## src/rtl/core/cbct_pkg.sv

```systemverilog
// Shared types, constants and helper functions of the color blob centroid tracker.
package cbct_pkg;

	localparam int ADDR_W = 5;
	localparam int DATA_W = 32;
	localparam int CH_W   = 8;
	localparam int POS_W  = 10;
	localparam int SUM_W  = 30;
	localparam int HITS_W = 21;
	localparam int STEP_W = $clog2(SUM_W);
	localparam int QDEPTH = 4;
	localparam int QPTR_W = $clog2(QDEPTH);

	localparam int MAX_ROWS_DEF = 1024;
	localparam int MAX_COLS_DEF = 1024;

	localparam logic [CH_W-1:0] HEAD_RED_RST   = 8'd230;
	localparam logic [CH_W-1:0] HEAD_GREEN_RST = 8'd230;
	localparam logic [CH_W-1:0] HEAD_BLUE_RST  = 8'd90;
	localparam logic [CH_W-1:0] TAIL_RED_RST   = 8'd88;
	localparam logic [CH_W-1:0] TAIL_GREEN_RST = 8'd130;
	localparam logic [CH_W-1:0] TAIL_BLUE_RST  = 8'd190;
	localparam logic [CH_W-1:0] TOL_RST        = 8'd40;

	localparam logic [HITS_W-1:0] HITS_MAX = {HITS_W{1'b1}};
	localparam logic [POS_W-1:0]  POS_MAX  = {POS_W{1'b1}};

	typedef enum logic [2:0] {
		REG_HEAD_RED   = 3'd0,
		REG_HEAD_GREEN = 3'd1,
		REG_HEAD_BLUE  = 3'd2,
		REG_TAIL_RED   = 3'd3,
		REG_TAIL_GREEN = 3'd4,
		REG_TAIL_BLUE  = 3'd5,
		REG_TOL        = 3'd6
	} reg_idx_t;

	typedef enum logic [1:0] {
		BK_IDLE,
		BK_DIV,
		BK_DONE
	} bk_state_t;

	typedef struct packed {
		logic [CH_W-1:0] head_red;
		logic [CH_W-1:0] head_green;
		logic [CH_W-1:0] head_blue;
		logic [CH_W-1:0] tail_red;
		logic [CH_W-1:0] tail_green;
		logic [CH_W-1:0] tail_blue;
		logic [CH_W-1:0] color_tolerance;
	} cfg_t;

	typedef struct packed {
		logic [CH_W-1:0]  pix_blue;
		logic [CH_W-1:0]  pix_green;
		logic [CH_W-1:0]  pix_red;
		logic [POS_W-1:0] pix_row;
		logic [POS_W-1:0] pix_col;
		logic             frame_end;
	} pix_in_t;

	typedef struct packed {
		logic [POS_W-1:0] head_row;
		logic [POS_W-1:0] head_col;
		logic [POS_W-1:0] tail_row;
		logic [POS_W-1:0] tail_col;
		logic [POS_W-1:0] mid_row;
		logic [POS_W-1:0] mid_col;
	} result_t;

	// classified request passed from front to back
	typedef struct packed {
		logic             hit_head;
		logic             hit_tail;
		logic [POS_W-1:0] row;
		logic [POS_W-1:0] col;
		logic             last;
	} qent_t;

	// |c - t| < tol, i.e. t - tol < c < t + tol on signed values
	function automatic logic ch_near(logic [CH_W-1:0] c, logic [CH_W-1:0] t,
		logic [CH_W-1:0] tol);
		logic [CH_W:0] d;
		if (c >= t) begin
			d = {1'b0, c} - {1'b0, t};
		end else begin
			d = {1'b0, t} - {1'b0, c};
		end
		return d < {1'b0, tol};
	endfunction

	function automatic logic in_box(pix_in_t p, logic [CH_W-1:0] tr, logic [CH_W-1:0] tg,
		logic [CH_W-1:0] tb, logic [CH_W-1:0] tol);
		return ch_near(p.pix_red, tr, tol) && ch_near(p.pix_green, tg, tol) &&
			ch_near(p.pix_blue, tb, tol);
	endfunction

	function automatic logic [POS_W-1:0] sat_pos(logic [SUM_W-1:0] q);
		if (|q[SUM_W-1:POS_W]) begin
			return POS_MAX;
		end
		return q[POS_W-1:0];
	endfunction

endpackage

```

## src/rtl/core/cbct_front.sv

```systemverilog
// Front part: pixel intake, color box classification, index clamp and request queue.
module cbct_front #(
	parameter int MAX_ROWS = cbct_pkg::MAX_ROWS_DEF,
	parameter int MAX_COLS = cbct_pkg::MAX_COLS_DEF
) (
	input  logic              clk,
	input  logic              arst_n,
	input  cbct_pkg::cfg_t    cfg,
	input  logic              in_valid,
	output logic              in_ready,
	input  cbct_pkg::pix_in_t in_data,
	output logic              q_valid,
	input  logic              q_ready,
	output cbct_pkg::qent_t   q_data
);
	import cbct_pkg::*;

	localparam logic [12:0] RowLim = 13'(MAX_ROWS);
	localparam logic [12:0] ColLim = 13'(MAX_COLS);

	qent_t             fifo_q [QDEPTH];
	logic [QPTR_W-1:0] wr_ptr_q;
	logic [QPTR_W-1:0] rd_ptr_q;
	logic [QPTR_W:0]   count_q;
	qent_t             ent;
	logic              push;
	logic              pop;

	always_comb begin
		ent.hit_head = in_box(in_data, cfg.head_red, cfg.head_green, cfg.head_blue,
			cfg.color_tolerance);
		ent.hit_tail = in_box(in_data, cfg.tail_red, cfg.tail_green, cfg.tail_blue,
			cfg.color_tolerance);
		ent.row  = ({3'b000, in_data.pix_row} >= RowLim) ? POS_W'(MAX_ROWS - 1) :
			in_data.pix_row;
		ent.col  = ({3'b000, in_data.pix_col} >= ColLim) ? POS_W'(MAX_COLS - 1) :
			in_data.pix_col;
		ent.last = in_data.frame_end;
	end

	assign in_ready = (count_q != (QPTR_W+1)'(QDEPTH));
	assign push     = in_valid && in_ready;
	assign q_valid  = (count_q != '0);
	assign pop      = q_valid && q_ready;
	assign q_data   = fifo_q[rd_ptr_q];

	always_ff @(posedge clk) begin
		if (push) begin
			fifo_q[wr_ptr_q] <= ent;
		end
	end

	always_ff @(posedge clk or negedge arst_n) begin
		if (!arst_n) begin
			wr_ptr_q <= '0;
			rd_ptr_q <= '0;
			count_q  <= '0;
		end else begin
			if (push) begin
				wr_ptr_q <= wr_ptr_q + 1'b1;
			end
			if (pop) begin
				rd_ptr_q <= rd_ptr_q + 1'b1;
			end
			if (push && !pop) begin
				count_q <= count_q + 1'b1;
			end else if (pop && !push) begin
				count_q <= count_q - 1'b1;
			end
		end
	end

`ifndef ASSERT_OFF
	a_count_bound: assert property (@(posedge clk) disable iff (!arst_n)
		count_q <= (QPTR_W+1)'(QDEPTH))
		else $error("queue count above depth");
	a_count_inc: assert property (@(posedge clk) disable iff (!arst_n)
		(push && !pop) |=> (count_q == $past(count_q) + 1'b1))
		else $error("queue count missed a push");
	a_ptr_gap: assert property (@(posedge clk) disable iff (!arst_n)
		(count_q != (QPTR_W+1)'(QDEPTH)) |-> (wr_ptr_q - rd_ptr_q == count_q[QPTR_W-1:0]))
		else $error("queue pointers out of step with count");
`endif

endmodule

```

## src/rtl/core/cbct_back.sv

```systemverilog
// Back part: blob accumulators, shared serial divider and result register.
module cbct_back (
	input  logic              clk,
	input  logic              arst_n,
	input  logic              q_valid,
	output logic              q_ready,
	input  cbct_pkg::qent_t   q_data,
	output logic              out_valid,
	input  logic              out_ready,
	output cbct_pkg::result_t out_data
);
	import cbct_pkg::*;

	localparam logic [STEP_W-1:0] StepLast = STEP_W'(SUM_W - 1);

	bk_state_t state_q;
	bk_state_t state_n;

	logic [SUM_W-1:0]  head_row_sum_q, head_col_sum_q, tail_row_sum_q, tail_col_sum_q;
	logic [HITS_W-1:0] head_hits_q, tail_hits_q;
	logic [SUM_W-1:0]  hrs_n, hcs_n, trs_n, tcs_n;
	logic [HITS_W-1:0] hh_n, th_n;

	// frame snapshot for the divider
	logic [SUM_W-1:0]  snap_hcs_q, snap_trs_q, snap_tcs_q;
	logic [HITS_W-1:0] snap_hh_q, snap_th_q;

	logic [SUM_W-1:0]  dvd_q;
	logic [HITS_W-1:0] rem_q;
	logic [STEP_W-1:0] step_q;
	logic [1:0]        pass_q;
	logic [POS_W-1:0]  res_q [4];

	logic [HITS_W-1:0] divisor;
	logic [HITS_W:0]   shifted;
	logic [HITS_W+1:0] diff;
	logic              qbit;
	logic [HITS_W-1:0] rem_n;
	logic [SUM_W-1:0]  dvd_n;
	logic [SUM_W-1:0]  next_dvd;

	logic              pop;
	logic              frame_pop;
	logic              step_done;
	logic              load_out;
	logic              out_valid_q;
	result_t           out_data_q;
	result_t           res;

	assign q_ready   = !q_data.last || (state_q == BK_IDLE);
	assign pop       = q_valid && q_ready;
	assign frame_pop = pop && q_data.last;
	assign step_done = (state_q == BK_DIV) && (step_q == StepLast);
	assign load_out  = (state_q == BK_DONE) && (!out_valid_q || out_ready);

	always_comb begin
		hrs_n = head_row_sum_q;
		hcs_n = head_col_sum_q;
		hh_n  = head_hits_q;
		trs_n = tail_row_sum_q;
		tcs_n = tail_col_sum_q;
		th_n  = tail_hits_q;
		if (q_data.hit_head) begin
			hrs_n = head_row_sum_q + SUM_W'(q_data.row);
			hcs_n = head_col_sum_q + SUM_W'(q_data.col);
			if (head_hits_q != HITS_MAX) begin
				hh_n = head_hits_q + 1'b1;
			end
		end
		if (q_data.hit_tail) begin
			trs_n = tail_row_sum_q + SUM_W'(q_data.row);
			tcs_n = tail_col_sum_q + SUM_W'(q_data.col);
			if (tail_hits_q != HITS_MAX) begin
				th_n = tail_hits_q + 1'b1;
			end
		end
	end

	// one restoring step per cycle; quotient bits shift into the dividend register
	always_comb begin
		divisor = pass_q[1] ? snap_th_q : snap_hh_q;
		shifted = {rem_q, dvd_q[SUM_W-1]};
		diff    = {1'b0, shifted} - {2'b00, divisor};
		qbit    = !diff[HITS_W+1];
		rem_n   = qbit ? diff[HITS_W-1:0] : shifted[HITS_W-1:0];
		dvd_n   = {dvd_q[SUM_W-2:0], qbit};
		case (pass_q)
			2'd0:    next_dvd = snap_hcs_q;
			2'd1:    next_dvd = snap_trs_q;
			2'd2:    next_dvd = snap_tcs_q;
			default: next_dvd = snap_tcs_q;
		endcase
	end

	always_comb begin
		state_n = state_q;
		case (state_q)
			BK_IDLE: begin
				if (frame_pop) begin
					state_n = BK_DIV;
				end
			end
			BK_DIV: begin
				if (step_done && (pass_q == 2'd3)) begin
					state_n = BK_DONE;
				end
			end
			BK_DONE: begin
				if (load_out) begin
					state_n = BK_IDLE;
				end
			end
			default: state_n = BK_IDLE;
		endcase
	end

	always_ff @(posedge clk or negedge arst_n) begin
		if (!arst_n) begin
			state_q <= BK_IDLE;
		end else begin
			state_q <= state_n;
		end
	end

	always_ff @(posedge clk or negedge arst_n) begin
		if (!arst_n) begin
			head_row_sum_q <= '0;
			head_col_sum_q <= '0;
			head_hits_q    <= HITS_W'(1);
			tail_row_sum_q <= '0;
			tail_col_sum_q <= '0;
			tail_hits_q    <= HITS_W'(1);
			step_q         <= '0;
			pass_q         <= '0;
			out_valid_q    <= 1'b0;
		end else begin
			if (pop) begin
				if (q_data.last) begin
					head_row_sum_q <= '0;
					head_col_sum_q <= '0;
					head_hits_q    <= HITS_W'(1);
					tail_row_sum_q <= '0;
					tail_col_sum_q <= '0;
					tail_hits_q    <= HITS_W'(1);
				end else begin
					head_row_sum_q <= hrs_n;
					head_col_sum_q <= hcs_n;
					head_hits_q    <= hh_n;
					tail_row_sum_q <= trs_n;
					tail_col_sum_q <= tcs_n;
					tail_hits_q    <= th_n;
				end
			end
			if (frame_pop) begin
				step_q <= '0;
				pass_q <= '0;
			end else if (state_q == BK_DIV) begin
				if (step_done) begin
					step_q <= '0;
					pass_q <= pass_q + 1'b1;
				end else begin
					step_q <= step_q + 1'b1;
				end
			end
			if (load_out) begin
				out_valid_q <= 1'b1;
			end else if (out_ready) begin
				out_valid_q <= 1'b0;
			end
		end
	end

	always_ff @(posedge clk) begin
		if (frame_pop) begin
			snap_hcs_q <= hcs_n;
			snap_trs_q <= trs_n;
			snap_tcs_q <= tcs_n;
			snap_hh_q  <= hh_n;
			snap_th_q  <= th_n;
			dvd_q      <= hrs_n;
			rem_q      <= '0;
		end else if (state_q == BK_DIV) begin
			if (step_done) begin
				res_q[pass_q] <= sat_pos(dvd_n);
				dvd_q         <= next_dvd;
				rem_q         <= '0;
			end else begin
				dvd_q <= dvd_n;
				rem_q <= rem_n;
			end
		end
		if (load_out) begin
			out_data_q <= res;
		end
	end

	always_comb begin
		res.head_row = res_q[0];
		res.head_col = res_q[1];
		res.tail_row = res_q[2];
		res.tail_col = res_q[3];
		res.mid_row  = POS_W'(({1'b0, res_q[0]} + {1'b0, res_q[2]}) >> 1);
		res.mid_col  = POS_W'(({1'b0, res_q[1]} + {1'b0, res_q[3]}) >> 1);
	end

	assign out_valid = out_valid_q;
	assign out_data  = out_data_q;

`ifndef ASSERT_OFF
	a_hits_nonzero: assert property (@(posedge clk) disable iff (!arst_n)
		(head_hits_q != '0) && (tail_hits_q != '0))
		else $error("hit count reached zero");
	a_rem_below: assert property (@(posedge clk) disable iff (!arst_n)
		(state_q == BK_DIV) |-> (rem_q < divisor))
		else $error("divider remainder not below divisor");
	a_step_bound: assert property (@(posedge clk) disable iff (!arst_n)
		step_q <= StepLast)
		else $error("divider step counter overran");
	a_load_valid: assert property (@(posedge clk) disable iff (!arst_n)
		load_out |=> out_valid_q)
		else $error("result loaded without valid");
`endif

endmodule

```

## src/rtl/core/color_blob_centroid_tracker_unit.sv

```systemverilog
// Top level of the color blob centroid tracker: register file and front/back parts.
//
// Usage:
//   Pixel requests enter on in_valid/in_ready/in_data, one BGR pixel with its row,
//   column and frame_end mark. Each is tested against the head and tail color
//   boxes and queued (4 deep) for the accumulators.
//   One result request leaves on out_valid/out_ready/out_data per frame, at the
//   pixel marked frame_end: both blob centroids and their midpoint.
//   Registers (color targets and tolerance) sit on the APB port at 4*index;
//   change them only while the block is idle.
// Timing:
//   Pixels without frame_end are taken one per cycle while the queue has room.
//   A frame_end pixel starts the shared serial divider: four 30-bit quotients at
//   one bit per cycle; the results then go to the output register, raising out_valid.
//   The next frame's pixels keep flowing meanwhile; a second frame_end waits
//   until the divider is free, so frames shorter than a division run stall.
// Reset: arst_n clears the queue, accumulators (sums 0, counts 1), divider state
//   and output valid, and loads the register defaults.
// Stall: a held result stays in the output register; the divider holds its
//   finished results, then the queue fills and in_ready drops.
module color_blob_centroid_tracker_unit #(
	parameter int MAX_ROWS = cbct_pkg::MAX_ROWS_DEF,
	parameter int MAX_COLS = cbct_pkg::MAX_COLS_DEF
) (
	input  logic                        clk,
	input  logic                        arst_n,
	input  logic                        psel,
	input  logic                        penable,
	input  logic                        pwrite,
	input  logic [cbct_pkg::ADDR_W-1:0] paddr,
	input  logic [cbct_pkg::DATA_W-1:0] pwdata,
	output logic [cbct_pkg::DATA_W-1:0] prdata,
	output logic                        pready,
	input  logic                        in_valid,
	output logic                        in_ready,
	input  cbct_pkg::pix_in_t           in_data,
	output logic                        out_valid,
	input  logic                        out_ready,
	output cbct_pkg::result_t           out_data
);
	import cbct_pkg::*;

	cfg_t      cfg_q;
	reg_idx_t  reg_idx;
	logic      wr_en;
	logic [CH_W-1:0] rd_val;
	logic      q_valid;
	logic      q_ready;
	qent_t     q_data;

	assign pready  = 1'b1;
	assign wr_en   = psel && penable && pwrite && pready;
	assign reg_idx = reg_idx_t'(paddr[ADDR_W-1:2]);

	always_ff @(posedge clk or negedge arst_n) begin
		if (!arst_n) begin
			cfg_q.head_red        <= HEAD_RED_RST;
			cfg_q.head_green      <= HEAD_GREEN_RST;
			cfg_q.head_blue       <= HEAD_BLUE_RST;
			cfg_q.tail_red        <= TAIL_RED_RST;
			cfg_q.tail_green      <= TAIL_GREEN_RST;
			cfg_q.tail_blue       <= TAIL_BLUE_RST;
			cfg_q.color_tolerance <= TOL_RST;
		end else if (wr_en) begin
			case (reg_idx)
				REG_HEAD_RED:   cfg_q.head_red        <= pwdata[CH_W-1:0];
				REG_HEAD_GREEN: cfg_q.head_green      <= pwdata[CH_W-1:0];
				REG_HEAD_BLUE:  cfg_q.head_blue       <= pwdata[CH_W-1:0];
				REG_TAIL_RED:   cfg_q.tail_red        <= pwdata[CH_W-1:0];
				REG_TAIL_GREEN: cfg_q.tail_green      <= pwdata[CH_W-1:0];
				REG_TAIL_BLUE:  cfg_q.tail_blue       <= pwdata[CH_W-1:0];
				REG_TOL:        cfg_q.color_tolerance <= pwdata[CH_W-1:0];
				default: ;
			endcase
		end
	end

	always_comb begin
		case (reg_idx)
			REG_HEAD_RED:   rd_val = cfg_q.head_red;
			REG_HEAD_GREEN: rd_val = cfg_q.head_green;
			REG_HEAD_BLUE:  rd_val = cfg_q.head_blue;
			REG_TAIL_RED:   rd_val = cfg_q.tail_red;
			REG_TAIL_GREEN: rd_val = cfg_q.tail_green;
			REG_TAIL_BLUE:  rd_val = cfg_q.tail_blue;
			REG_TOL:        rd_val = cfg_q.color_tolerance;
			default:        rd_val = '0;
		endcase
	end

	assign prdata = DATA_W'(rd_val);

	cbct_front #(
		.MAX_ROWS (MAX_ROWS),
		.MAX_COLS (MAX_COLS)
	) u_front (
		.clk      (clk),
		.arst_n   (arst_n),
		.cfg      (cfg_q),
		.in_valid (in_valid),
		.in_ready (in_ready),
		.in_data  (in_data),
		.q_valid  (q_valid),
		.q_ready  (q_ready),
		.q_data   (q_data)
	);

	cbct_back u_back (
		.clk       (clk),
		.arst_n    (arst_n),
		.q_valid   (q_valid),
		.q_ready   (q_ready),
		.q_data    (q_data),
		.out_valid (out_valid),
		.out_ready (out_ready),
		.out_data  (out_data)
	);

endmodule

```

## config.mk

```make
export PLATFORM = sky130hd
export DESIGN_NAME = color_blob_centroid_tracker_unit
export DESIGN_NICKNAME = d
export VERILOG_FILES = /design/src/rtl/core/cbct_pkg.sv /design/src/rtl/core/cbct_front.sv /design/src/rtl/core/cbct_back.sv /design/src/rtl/core/color_blob_centroid_tracker_unit.sv
export SDC_FILE = /design/constraint.sdc
export NUM_CORES = 1
export LEC_CHECK = 0
export ABC_AREA = 1
export BUFFER_PORTS_ARGS = -buffer_cell sky130_fd_sc_hd__clkbuf_2
export CAP_MARGIN = 25
export CORE_ASPECT_RATIO = 0.75
export CORE_MARGIN = 2
export CORE_UTILIZATION = 31
export CTS_CLUSTER_DIAMETER = 40
export CTS_CLUSTER_SIZE = 24
export DETAILED_ROUTE_END_ITERATION = 10
export HOLD_SLACK_MARGIN = 0.03
export PLACE_DENSITY = 0.51
export SYNTH_ARGS = -nofsm -noshare
export SYNTH_HDL_FRONTEND = slang
export SYNTH_HIERARCHICAL = 1
export SYNTH_SLANG_ARGS = --single-unit
```

## constraint.sdc

```tcl
create_clock -name clk -period 9 [get_ports clk]
set_input_delay 1.8 -clock clk [delete_from_list [all_inputs] [get_ports clk]]
set_output_delay 1.8 -clock clk [all_outputs]
set_load 0.02 [all_outputs]
```

## Yosys cells after proc, flatten, opt, wreduce, memory -nomap -nowiden

Memories as Yosys holds them, arrays and structs flattened.
Index checks and enable logic that the tools add are counted.

| storage, ports and cells | value |
|---|---|
| bits in read-only memories | 0 |
| bits in latches | 0 |
| input bits | 89 |
| output and inout port bits | 95 |
| register bits after elaboration | 478 |
| logic and storage cells | 187 |
| RAM bits | 132 |
| memories | 2 |

Memories:

| name | words | bits a word | read ports | clocked after memory_dff | wr ports | RTL line | text |
|---|---|---|---|---|---|---|---|
| u_front.fifo_q | 4 | 23 | 1 | 0 | 1 | cbct_front.sv:21 | `qent_t fifo_q [QDEPTH];` |
| u_back.res_q | 4 | 10 | 4 | 0 | 1 | cbct_back.sv:32 | `logic [POS_W-1:0] res_q [4];` |

| cells by class | value |
|---|---|
| add/sub/neg operators | 27 |
| reduce and logical (&&, ||, !) cells | 39 |
| shift operators | 0 |
| divide/modulo/power cells | 0 |
| multiply operators | 0 |
| equality and inequality tests | 17 |
| order comparisons | 12 |
| muxes and demuxes | 57 |
| bitwise gates (word level) | 0 |

Operator list:

| kind | count |
|---|---|
| two-way mux 30 bit | 11 |
| two-way mux 21 bit | 9 |
| adder 30 x 10 -> 30 bit | 4 |
| subtractor 8 x 8 -> 9 bit | 12 |
| case mux 30 bit (2 select lines) | 1 |
| case mux 8 bit (7 select lines) | 1 |
| less-than comparator 9 x 8 -> 1 bit | 6 |
| two-way mux 9 bit | 6 |
| two-way mux 10 bit | 5 |
| greater-or-equal comparator 8 bit | 6 |
| adder 21 x 1 -> 21 bit (second input constant) | 2 |
| != test 21 bit (second input constant) | 2 |
| subtractor 22 x 21 -> 23 bit | 1 |
| adder 10 x 10 -> 11 bit | 2 |
| OR reduction 20 bit | 1 |
| AND reduction 2 bit | 8 |
| two-way mux 5 bit | 3 |
| logical AND 1 bit | 14 |
| two-way mux 1 bit | 12 |
| two-way mux 2 bit | 6 |
| equality test 3 bit (second input constant) | 3 |
| nonzero test 2 bit | 4 |
| adder 2 x 1 -> 2 bit (second input constant) | 3 |
| equality test 3 x 2 -> 1 bit (second input constant) | 2 |
| other kinds (18) | 28 |

## Longest topological paths before layout

Gate-level depths: netlist of the first run.
An unclocked memory read counts as a cell.

| logic depth | value |
|---|---|
| word-level depth | 10 |
| gate-level depth with buffers | 27 |
| mapped depth without buffers | 26 |

## Modules after synthesis

Netlist of the first run, hierarchy kept.

By module, submodules not included:

| module | area an instance (sq um) | seq. area each (sq um) | times used | cells an instance |
|---|---|---|---|---|
| cbct_back | 26028.7 | 12594.6 | 1 | 3205 |
| cbct_front | 9618.0 | 2937.8 | 1 | 1245 |
| color_blob_centroid_tracker_unit | 3190.6 | 1435.1 | 1 | 393 |

## Worst setup path after synthesis of the first run

Ideal clock, no wire load.

| path | value |
|---|---|
| path type | input to register |
| from | input port out_ready |
| to | register u_back.out_data_q, in the netlist u_back/out_data[0], enable pin |
| setup time | 0.479 ns |
| stages | 2 |
| data required time | 8.521 ns |
| data arrival time | 4.354 ns |
| slack | 4.167 ns |
| buffers on the path | 0 |
| path through | nor2_1 -> nor2_1 |

| between the ends | value |
|---|---|
| longest elaborated chain between the ends | 2 |

RTL lines:

| what | RTL line | text |
|---|---|---|
| from (decl) | color_blob_centroid_tracker_unit.sv:38 | `input logic out_ready,` |
| logical OR 1 bit | cbct_back.sv:54 | `assign load_out = (state_q == BK_DONE) && (!out_valid_q \|\| out_ready);` |
| logical AND 1 bit | cbct_back.sv:54 |  |
| net u_back.load_out | cbct_back.sv:45 | `logic load_out;` |
| to (signal assigned) | cbct_back.sv:193 | `out_data_q <= res;` |
| to (decl) | cbct_back.sv:47 | `result_t out_data_q;` |

The timed path passes the listed nets, and every way through them passes these cells.
A chain may end at the register's enable or synchronous reset.

==> impl_metrics.csv, run 1 <==
group,metric,value,unit
outcome,status,"finished, final reports clean",
detailed_routing,wl_met1,61800,um
die,fp.dieArea,0.128,mm2
cts,cts_tree,"done",
power_and_ir_drop,power.share.switching,0.454,
global_routing,antenna_found_initial,8,
cts,cts.clk_slew.worst_paths,60,ps
power_and_ir_drop,intPower,8310,uW
die,die_h,311,um
finish,fillers,12900,
place,hpwl,84500,um
finish,area_growth,14.1,%
global_routing,grt_max_degree,98,
cts,cts_root_buffer,"clkbuf_16",
hold_path,hp-start,"u_back/res_q[2][9]",
logic_synthesis,yosysSeqAreaShare,0.437,
logic_synthesis,synth_seq_cells,610,
detailed_routing,via_count,32300,
power_and_ir_drop,seqPwrFrac,0.292,
timing,finalSetupViolations,0,
critical_path,r2r_slack,3670,ps
power_and_ir_drop,powerDensity,344,mW/mm2
die,die_x,413,um
power_and_ir_drop,max-vdd-ir-drop,221,uV
global_routing,grt_overflow,0,
detailed_routing,drt-initial-drc-count,2535,
detailed_routing,drc,0,
cts,ctsResizeCount,0,
logic_synthesis,synthArstFlopShare,0.385,
die,rows,112,
global_routing,grt_util_all_layers,0.180,
power_and_ir_drop,switchingPower,6920,uW
place,gp_congestion,0.885,
logic_synthesis,synth_area_per_cell,8.02,um2
timing,hold_viol,0,
cts,cts.path.max_buffers,3,
critical_path,start_kind,"flip-flop",
global_routing,grt_pass1_wl,179000,um
global_routing,grt_pass1_vias,30200,
critical_path,rr_worst_depth,11,
cts,post_cts_buffers,0,
power_and_ir_drop,p_comb_frac,0.463,
critical_path,reg2reg_to,"u_back/dvd_q[5]",
die,start_util,0.312,
timing,max_freq,0.188,GHz
flow_run,timing.max_cap.violations,0,
detailed_routing,route.met2.wl,44500,um
detailed_routing,drt_pass1_iterations,5,
die,ioPinCount,184,
logic_synthesis,synth_warnings,6,
timing,fin_crit,5330,ps
detailed_routing,routed-wl-met3,8080,um
timing,slew_viol_final,0,
logic_synthesis,synth_area,0.0388,mm2
detailed_routing,wl_per_cell,17.4,um
hold_path,min_path_cells,0,
critical_path,worstPathArrival,5870,ps
detailed_routing,top_layer,"met5",
critical_path,required,9540,ps
cts,cts.sinks,610,
detailed_routing,vias_per_cell,4.82,
critical_path,setup.worst_path.end_class,"flip-flop",
place,io_buffers,132,
timing,clock_skew,41.9,ps
die,fp.coreArea,0.124,mm2
finish,drive_gt1_frac,0.0946,
cts,clock_latency,710,ps
critical_path,worstSetupPathType,"flip-flop to flip-flop",
cts,hold_buffers,0,
hold_path,hp-class,"flip-flop to flip-flop",
timing,fin_crit_sh,0.592,
detailed_routing,wl,116000,um
timing,holdWs,458,ps
finish,fin_nets,5304,
cts,cts-htree-levels,3,
detailed_routing,ant_nets,0,
critical_path,cp_max_fo,62,
critical_path,r2r-start,"u_front/rd_ptr_q[0]",
logic_synthesis,ys_types,67,
power_and_ir_drop,power.leakage,0.0205,uW
logic_synthesis,synth_edf_count,354,
hold_path,whs_endpoint,"u_back/out_data[39]",
logic_synthesis,synthCells,4843,
power_and_ir_drop,clockPowerShare,0.246,
timing,rsz0062_at_grt,"false",
cts,cts_made_buffers,93,
timing,fin_tns_setup,0,ps
logic_synthesis,synth_ff_type,"edfxtp_1",
timing,relSlewSlack,0.202,
timing,worst_pin_slew,1200,ps
==> worst max-delay path, stage by stage (launching register included) <==
cell and delay [ps]:
dfrtp_1 320, buf_4 400, inv_1 350, o21ai_0 240, o22ai_1 320, a21oi_4 700
buf_4 650, nand2_2 500, inv_6 610, buf_4 690, nand3_1 140, nand3_1 160
==> worst max-delay path by stage <==
stage	from	to	slack, ps
6_report	u_front/rd_ptr_q[0]	u_back/dvd_q[5]	3670
5_1_grt	u_front/rd_ptr_q[0]	u_back/dvd_q[5]	3230
4_1_cts	u_front/rd_ptr_q[0]	u_back/dvd_q[5]	3580
3_5_place_dp	u_front/rd_ptr_q[0]	u_back/dvd_q[5]	3560
3_3_place_gp	u_front/rd_ptr_q[0]	u_back/dvd_q[5]	3590
2_1_floorplan	out_ready	u_back/out_data[0]	4170
==> registers in the layout, summed over array words and instances (netlist names), 3 cells and up <==
name and flops:
u_front/fifo_q 92, u_back/out_data 60, cfg_q 56, u_back/res_q 40, u_back/dvd_q 30, u_back/head_col_sum_q 30
u_back/head_row_sum_q 30, u_back/snap_hcs_q 30, u_back/snap_tcs_q 30, u_back/snap_trs_q 30, u_back/tail_col_sum_q 30, u_back/tail_row_sum_q 30
u_back/head_hits_q 21, u_back/rem_q 21, u_back/snap_hh_q 21, u_back/snap_th_q 21, u_back/tail_hits_q 21, u_back/step_q 5
u_front/count_q 3
==> logic make-up after synthesis <==
logic type | after synthesis | synth area share
fa+ha+maj | 251 | 0.0847
buf+inv | 833 | 0.0884
simple gates | 2381 | 0.264
flops | 610 | 0.437
other cells | 2 | 0.000193
mux | 20 | 0.00515
compound gates | 612 | 0.0903
xor+xnor | 134 | 0.0304
==> cells in the mapped netlist (all sizes together) (14+ instances only) <==
cell / n / area, um2
ha: 231 / 2890
dfstp: 29 / 762
nand2: 1471 / 5630
nor3: 36 / 216
o21bai: 19 / 143
nand4: 120 / 751
nor4: 14 / 87.6
o22ai: 56 / 350
inv: 670 / 2520
clkbuf: 63 / 238
xor2: 94 / 823
a21oi: 138 / 706
o211ai: 24 / 180
dfrtp: 206 / 5150
buf: 99 / 672
nor2: 333 / 1350
and2: 25 / 156
nand3: 359 / 1900
o21a: 15 / 113
dfxtp: 21 / 420
fa: 20 / 400
edfxtp: 354 / 10600
a22oi: 16 / 120
mux2i: 20 / 200
xnor2: 40 / 358
o21ai: 299 / 1540
==> metrics by stage <==
| step | power (uW) | cell area (um2) | worst slack, ps | instances | utilization |
|---|---|---|---|---|---|
| 6_report | 15200 | 44300 | 3670 | 6698 | 0.357 |
| 5_1_grt | 16400 | 44300 | 3230 | 6697 | 0.357 |
| 4_1_cts | 15300 | 44300 | 3580 | 6693 | 0.356 |
| 3_5_place_dp | 11500 | 41000 | 3560 | 6519 | 0.330 |
| 3_3_place_gp | 11400 | 41000 | 3590 | 6518 | 0.330 |
| 2_1_floorplan | 9280 | 38900 | 4170 | 4866 | - |
==> placed cells by master (no fill, tap or decap), drive strengths merged, types with 5 or more instances in the layout <==
cell	instances
nand2	1471
inv	699
nand3	359
edfxtp	354
nor2	333
o21ai	299
clkbuf	235
ha	231
dfrtp	206
a21oi	138
nand4	120
xor2	94
o22ai	56
xnor2	40
nor3	36
buf	33
dfstp	29
clkinv	28
conb	25
and2	25
o211ai	24
dfxtp	21
mux2i	20
fa	20
o21bai	19
a22oi	16
o21a	15
nor4	14
a21o	13
or2	12
o221ai	9
clkinvlp	8
bufinv	7
nand3b	6
a21boi	5
==> layout make-up <==
cell class / count / area [um2] / area share
antenna: 2 / 5.00 / 0.000113
clock buffer: 103 / 2430 / 0.0547
clock inverter: 71 / 821 / 0.0185
inverter: 671 / 2530 / 0.0571
multi-input combinational: 3423 / 18600 / 0.419
sequential: 610 / 17000 / 0.383
tap: 1653 / 2070 / 0.0467
timing repair buffer: 165 / 928 / 0.0209
==> routing by layer <==
layer	up-vias	global-route usage
met4	6	0.0401
li1	16200	-
met2	849	0.239
met5	-	0
met1	15100	0.288
met3	141	0.0413
==> power groups by stage <==
stage	Sequential [uW]	Combinational, uW	Clock, uW
2_1_floorplan	4300	4980	0
3_3_place_gp	4470	6930	0
3_5_place_dp	4480	6990	0
4_1_cts	4430	7020	3840
5_1_grt	4510	7960	3950
6_report	4440	7050	3740
Power figures use the tool's default switching activity.
==> inputs of run 2 (changes only) <==
--- a/config.mk
+++ b/config.mk
@@ -15,7 +15,7 @@
 export CTS_CLUSTER_SIZE = 24
 export DETAILED_ROUTE_END_ITERATION = 10
 export HOLD_SLACK_MARGIN = 0.03
-export PLACE_DENSITY = 0.51
+export PLACE_DENSITY = 0.53
 export SYNTH_ARGS = -nofsm -noshare
 export SYNTH_HDL_FRONTEND = slang
 export SYNTH_HIERARCHICAL = 1
==> constraint.sdc (replaced) <==
create_clock -name clk -period 4.7 [get_ports clk]
set_input_delay 0.94 -clock clk [delete_from_list [all_inputs] [get_ports clk]]
set_output_delay 0.94 -clock clk [all_outputs]
set_load 0.02 [all_outputs]
==> run 2 against run 1 <==
Effect of this change: critical path depth fell by 1; via count increased by 1.2%; non-clock buffer count rose by 26; critical path type unchanged.
==> impl_metrics.csv, run 2 (synthesis results as in run 1) <==
group,metric,value,unit
outcome,status,"finished, final reports clean",
cts,cts.clk_slew.worst_paths,60,ps
cts,post_cts_buffers,0,
cts,cts_tree,"done",
power_and_ir_drop,max-vdd-ir-drop,544,uV
critical_path,required,5300,ps
global_routing,antenna_found_initial,7,
critical_path,cp_max_fo,43,
hold_path,hp-class,"input pin to async pin",
die,rows,112,
cts,cts.sinks,610,
critical_path,setup.worst_path.end_class,"flip-flop",
cts,cts_made_buffers,88,
critical_path,max_stage_delay,770,ps
power_and_ir_drop,p_comb_frac,0.467,
power_and_ir_drop,switchingPower,13300,uW
detailed_routing,wl_met1,60200,um
place,gp_congestion,0.901,
power_and_ir_drop,seqPwrFrac,0.296,
timing,fin_crit_sh,0.824,
place,io_buffers,132,
global_routing,grt_util_all_layers,0.180,
detailed_routing,wl,117000,um
detailed_routing,drt_pass1_iterations,7,
die,fp.dieArea,0.128,mm2
die,fp.coreArea,0.124,mm2
detailed_routing,drc,0,
timing,relSlewSlack,0.271,
finish,drive_gt1_frac,0.0978,
timing,finalSetupViolations,0,
global_routing,grt_overflow,0,
finish,largest_reg_flops,92,
detailed_routing,via_count,32700,
timing,slew_viol_final,0,
power_and_ir_drop,power.leakage,0.0206,uW
detailed_routing,route.met2.wl,44400,um
cts,cts-htree-levels,3,
finish,final_cell_mix,"1445 x nand2_1, 653 x inv_1, 354 x edfxtp_1",
global_routing,grt_pass1_wl,180000,um
critical_path,worstPathArrival,4470,ps
die,die_h,311,um
die,die_x,413,um
timing,max_freq,0.258,GHz
critical_path,cp_slowest_cell,"nor2_4",
place,place_area,0.0413,mm2
timing,worst_pin_slew,1090,ps
die,ioPinCount,184,
die,start_util,0.312,
detailed_routing,routed-wl-met3,10200,um
detailed_routing,wl_per_cell,17.4,um
finish,top_register,"u_front/fifo_q",
cts,ctsResizeCount,0,
timing,fin_tns_setup,0,ps
power_and_ir_drop,intPower,15900,uW
detailed_routing,vias_per_cell,4.86,
cts,cts_root_buffer,"clkbuf_16",
power_and_ir_drop,power.share.switching,0.456,
finish,final_common_cell,"nand2_1",
critical_path,critical_path.cell_chain,"inv_1, buf_4, o21ai_0, o22ai_1, a21oi_4, clkinv_2, nor2_4, buf_4, nand3_1, o21ai_0",
timing,hold_viol,0,
cts,cts.path.max_buffers,3,
finish,design_area,0.0445,mm2
timing,clock_skew,39.7,ps
power_and_ir_drop,powerDensity,657,mW/mm2
finish,area_growth,14.5,%
power_and_ir_drop,clockPowerShare,0.237,
detailed_routing,ant_nets,0,
detailed_routing,top_layer,"met5",
timing,fin_crit,3870,ps
finish,fin_nets,5325,
cts,clock_latency,710,ps
global_routing,grt_pass1_vias,30300,
global_routing,grt_max_degree,103,
critical_path,worstSetupPathType,"flip-flop to flip-flop",
critical_path,start_kind,"flip-flop",
cts,hold_buffers,0,
detailed_routing,drt-initial-drc-count,3219,
timing,rsz0062_at_grt,"false",
flow_run,timing.max_cap.violations,0,
place,hpwl,87200,um
==> run 2: cell count changes in the layout (fill, tap and decap cells not counted), sizes merged <==
cell	delta
buf	+27
clkbuf	-10
inv	-3
clkinv	+2
clkinvlp	+2
==> run 2: layout make-up <==
class                      count  area, um2
antenna                        2       5.00
clock buffer                  94       2240
clock inverter                72        901
fill                       12900      79800
inverter                     671       2530
multi-input combinational   3423      18600
sequential                   610      17000
tap                         1653       2070
timing repair buffer         191       1170
==> run 2: power groups by stage <==
stage	combinational, uW	clock, uW	sequential, uW
floorplan	9540	0	8240
global placement	13400	0	8700
detailed placement	13500	0	8700
CTS	13600	7120	8610
global route	15400	7340	8770
finish	13600	6930	8650
==> run 2: critical path: cells and delay by family, from the launching register on <==
| family | cells | cell delay (ps) |
|---|---|---|
| buffers and inverters | 4 | 1110 |
| AO/OA/AOI/OAI | 4 | 940 |
| AND/OR/NAND/NOR | 2 | 910 |
| flip-flops | 1 | 750 |
==> run 2: path summary, 6_finish.rpt <==
check | startpoint | endpoint | slack [ps] | cells after the start
max | u_front/rd_ptr_q[1] | u_back/head_row_sum_q[23] | 830 | 10
min | arst_n | u_back/out_valid | 260 | 1
max reg2reg | u_front/rd_ptr_q[1] | u_back/head_row_sum_q[23] | 830 | 10
min reg2reg | u_back/res_q[1][2] | u_back/out_data[42] | 450 | 0
max in group asynchronous | arst_n | u_back/head_row_sum_q[0] | 3340 | 2
min in group clk | u_back/res_q[1][2] | u_back/out_data[42] | 450 | 0
==> run 2: metal layers <==
layer / GRT usage / vias to the layer above
met5: 0 / -
met2: 0.236 / 974
li1: - / 16200
met4: 0.0379 / 2
met1: 0.292 / 15400
met3: 0.0423 / 122
==> run 2: stage by stage <==
stage	total power [uW]	worst slack, ps	hold slack [ps]	utilization	cells
4_1_cts	29300	786	259	0.358	6714
2_1_floorplan	17800	727	431	-	4866
6_report	29200	826	265	0.358	6716
5_1_grt	31500	559	289	0.358	6715
3_5_place_dp	22200	351	448	0.332	6548
3_3_place_gp	22100	331	447	0.332	6547
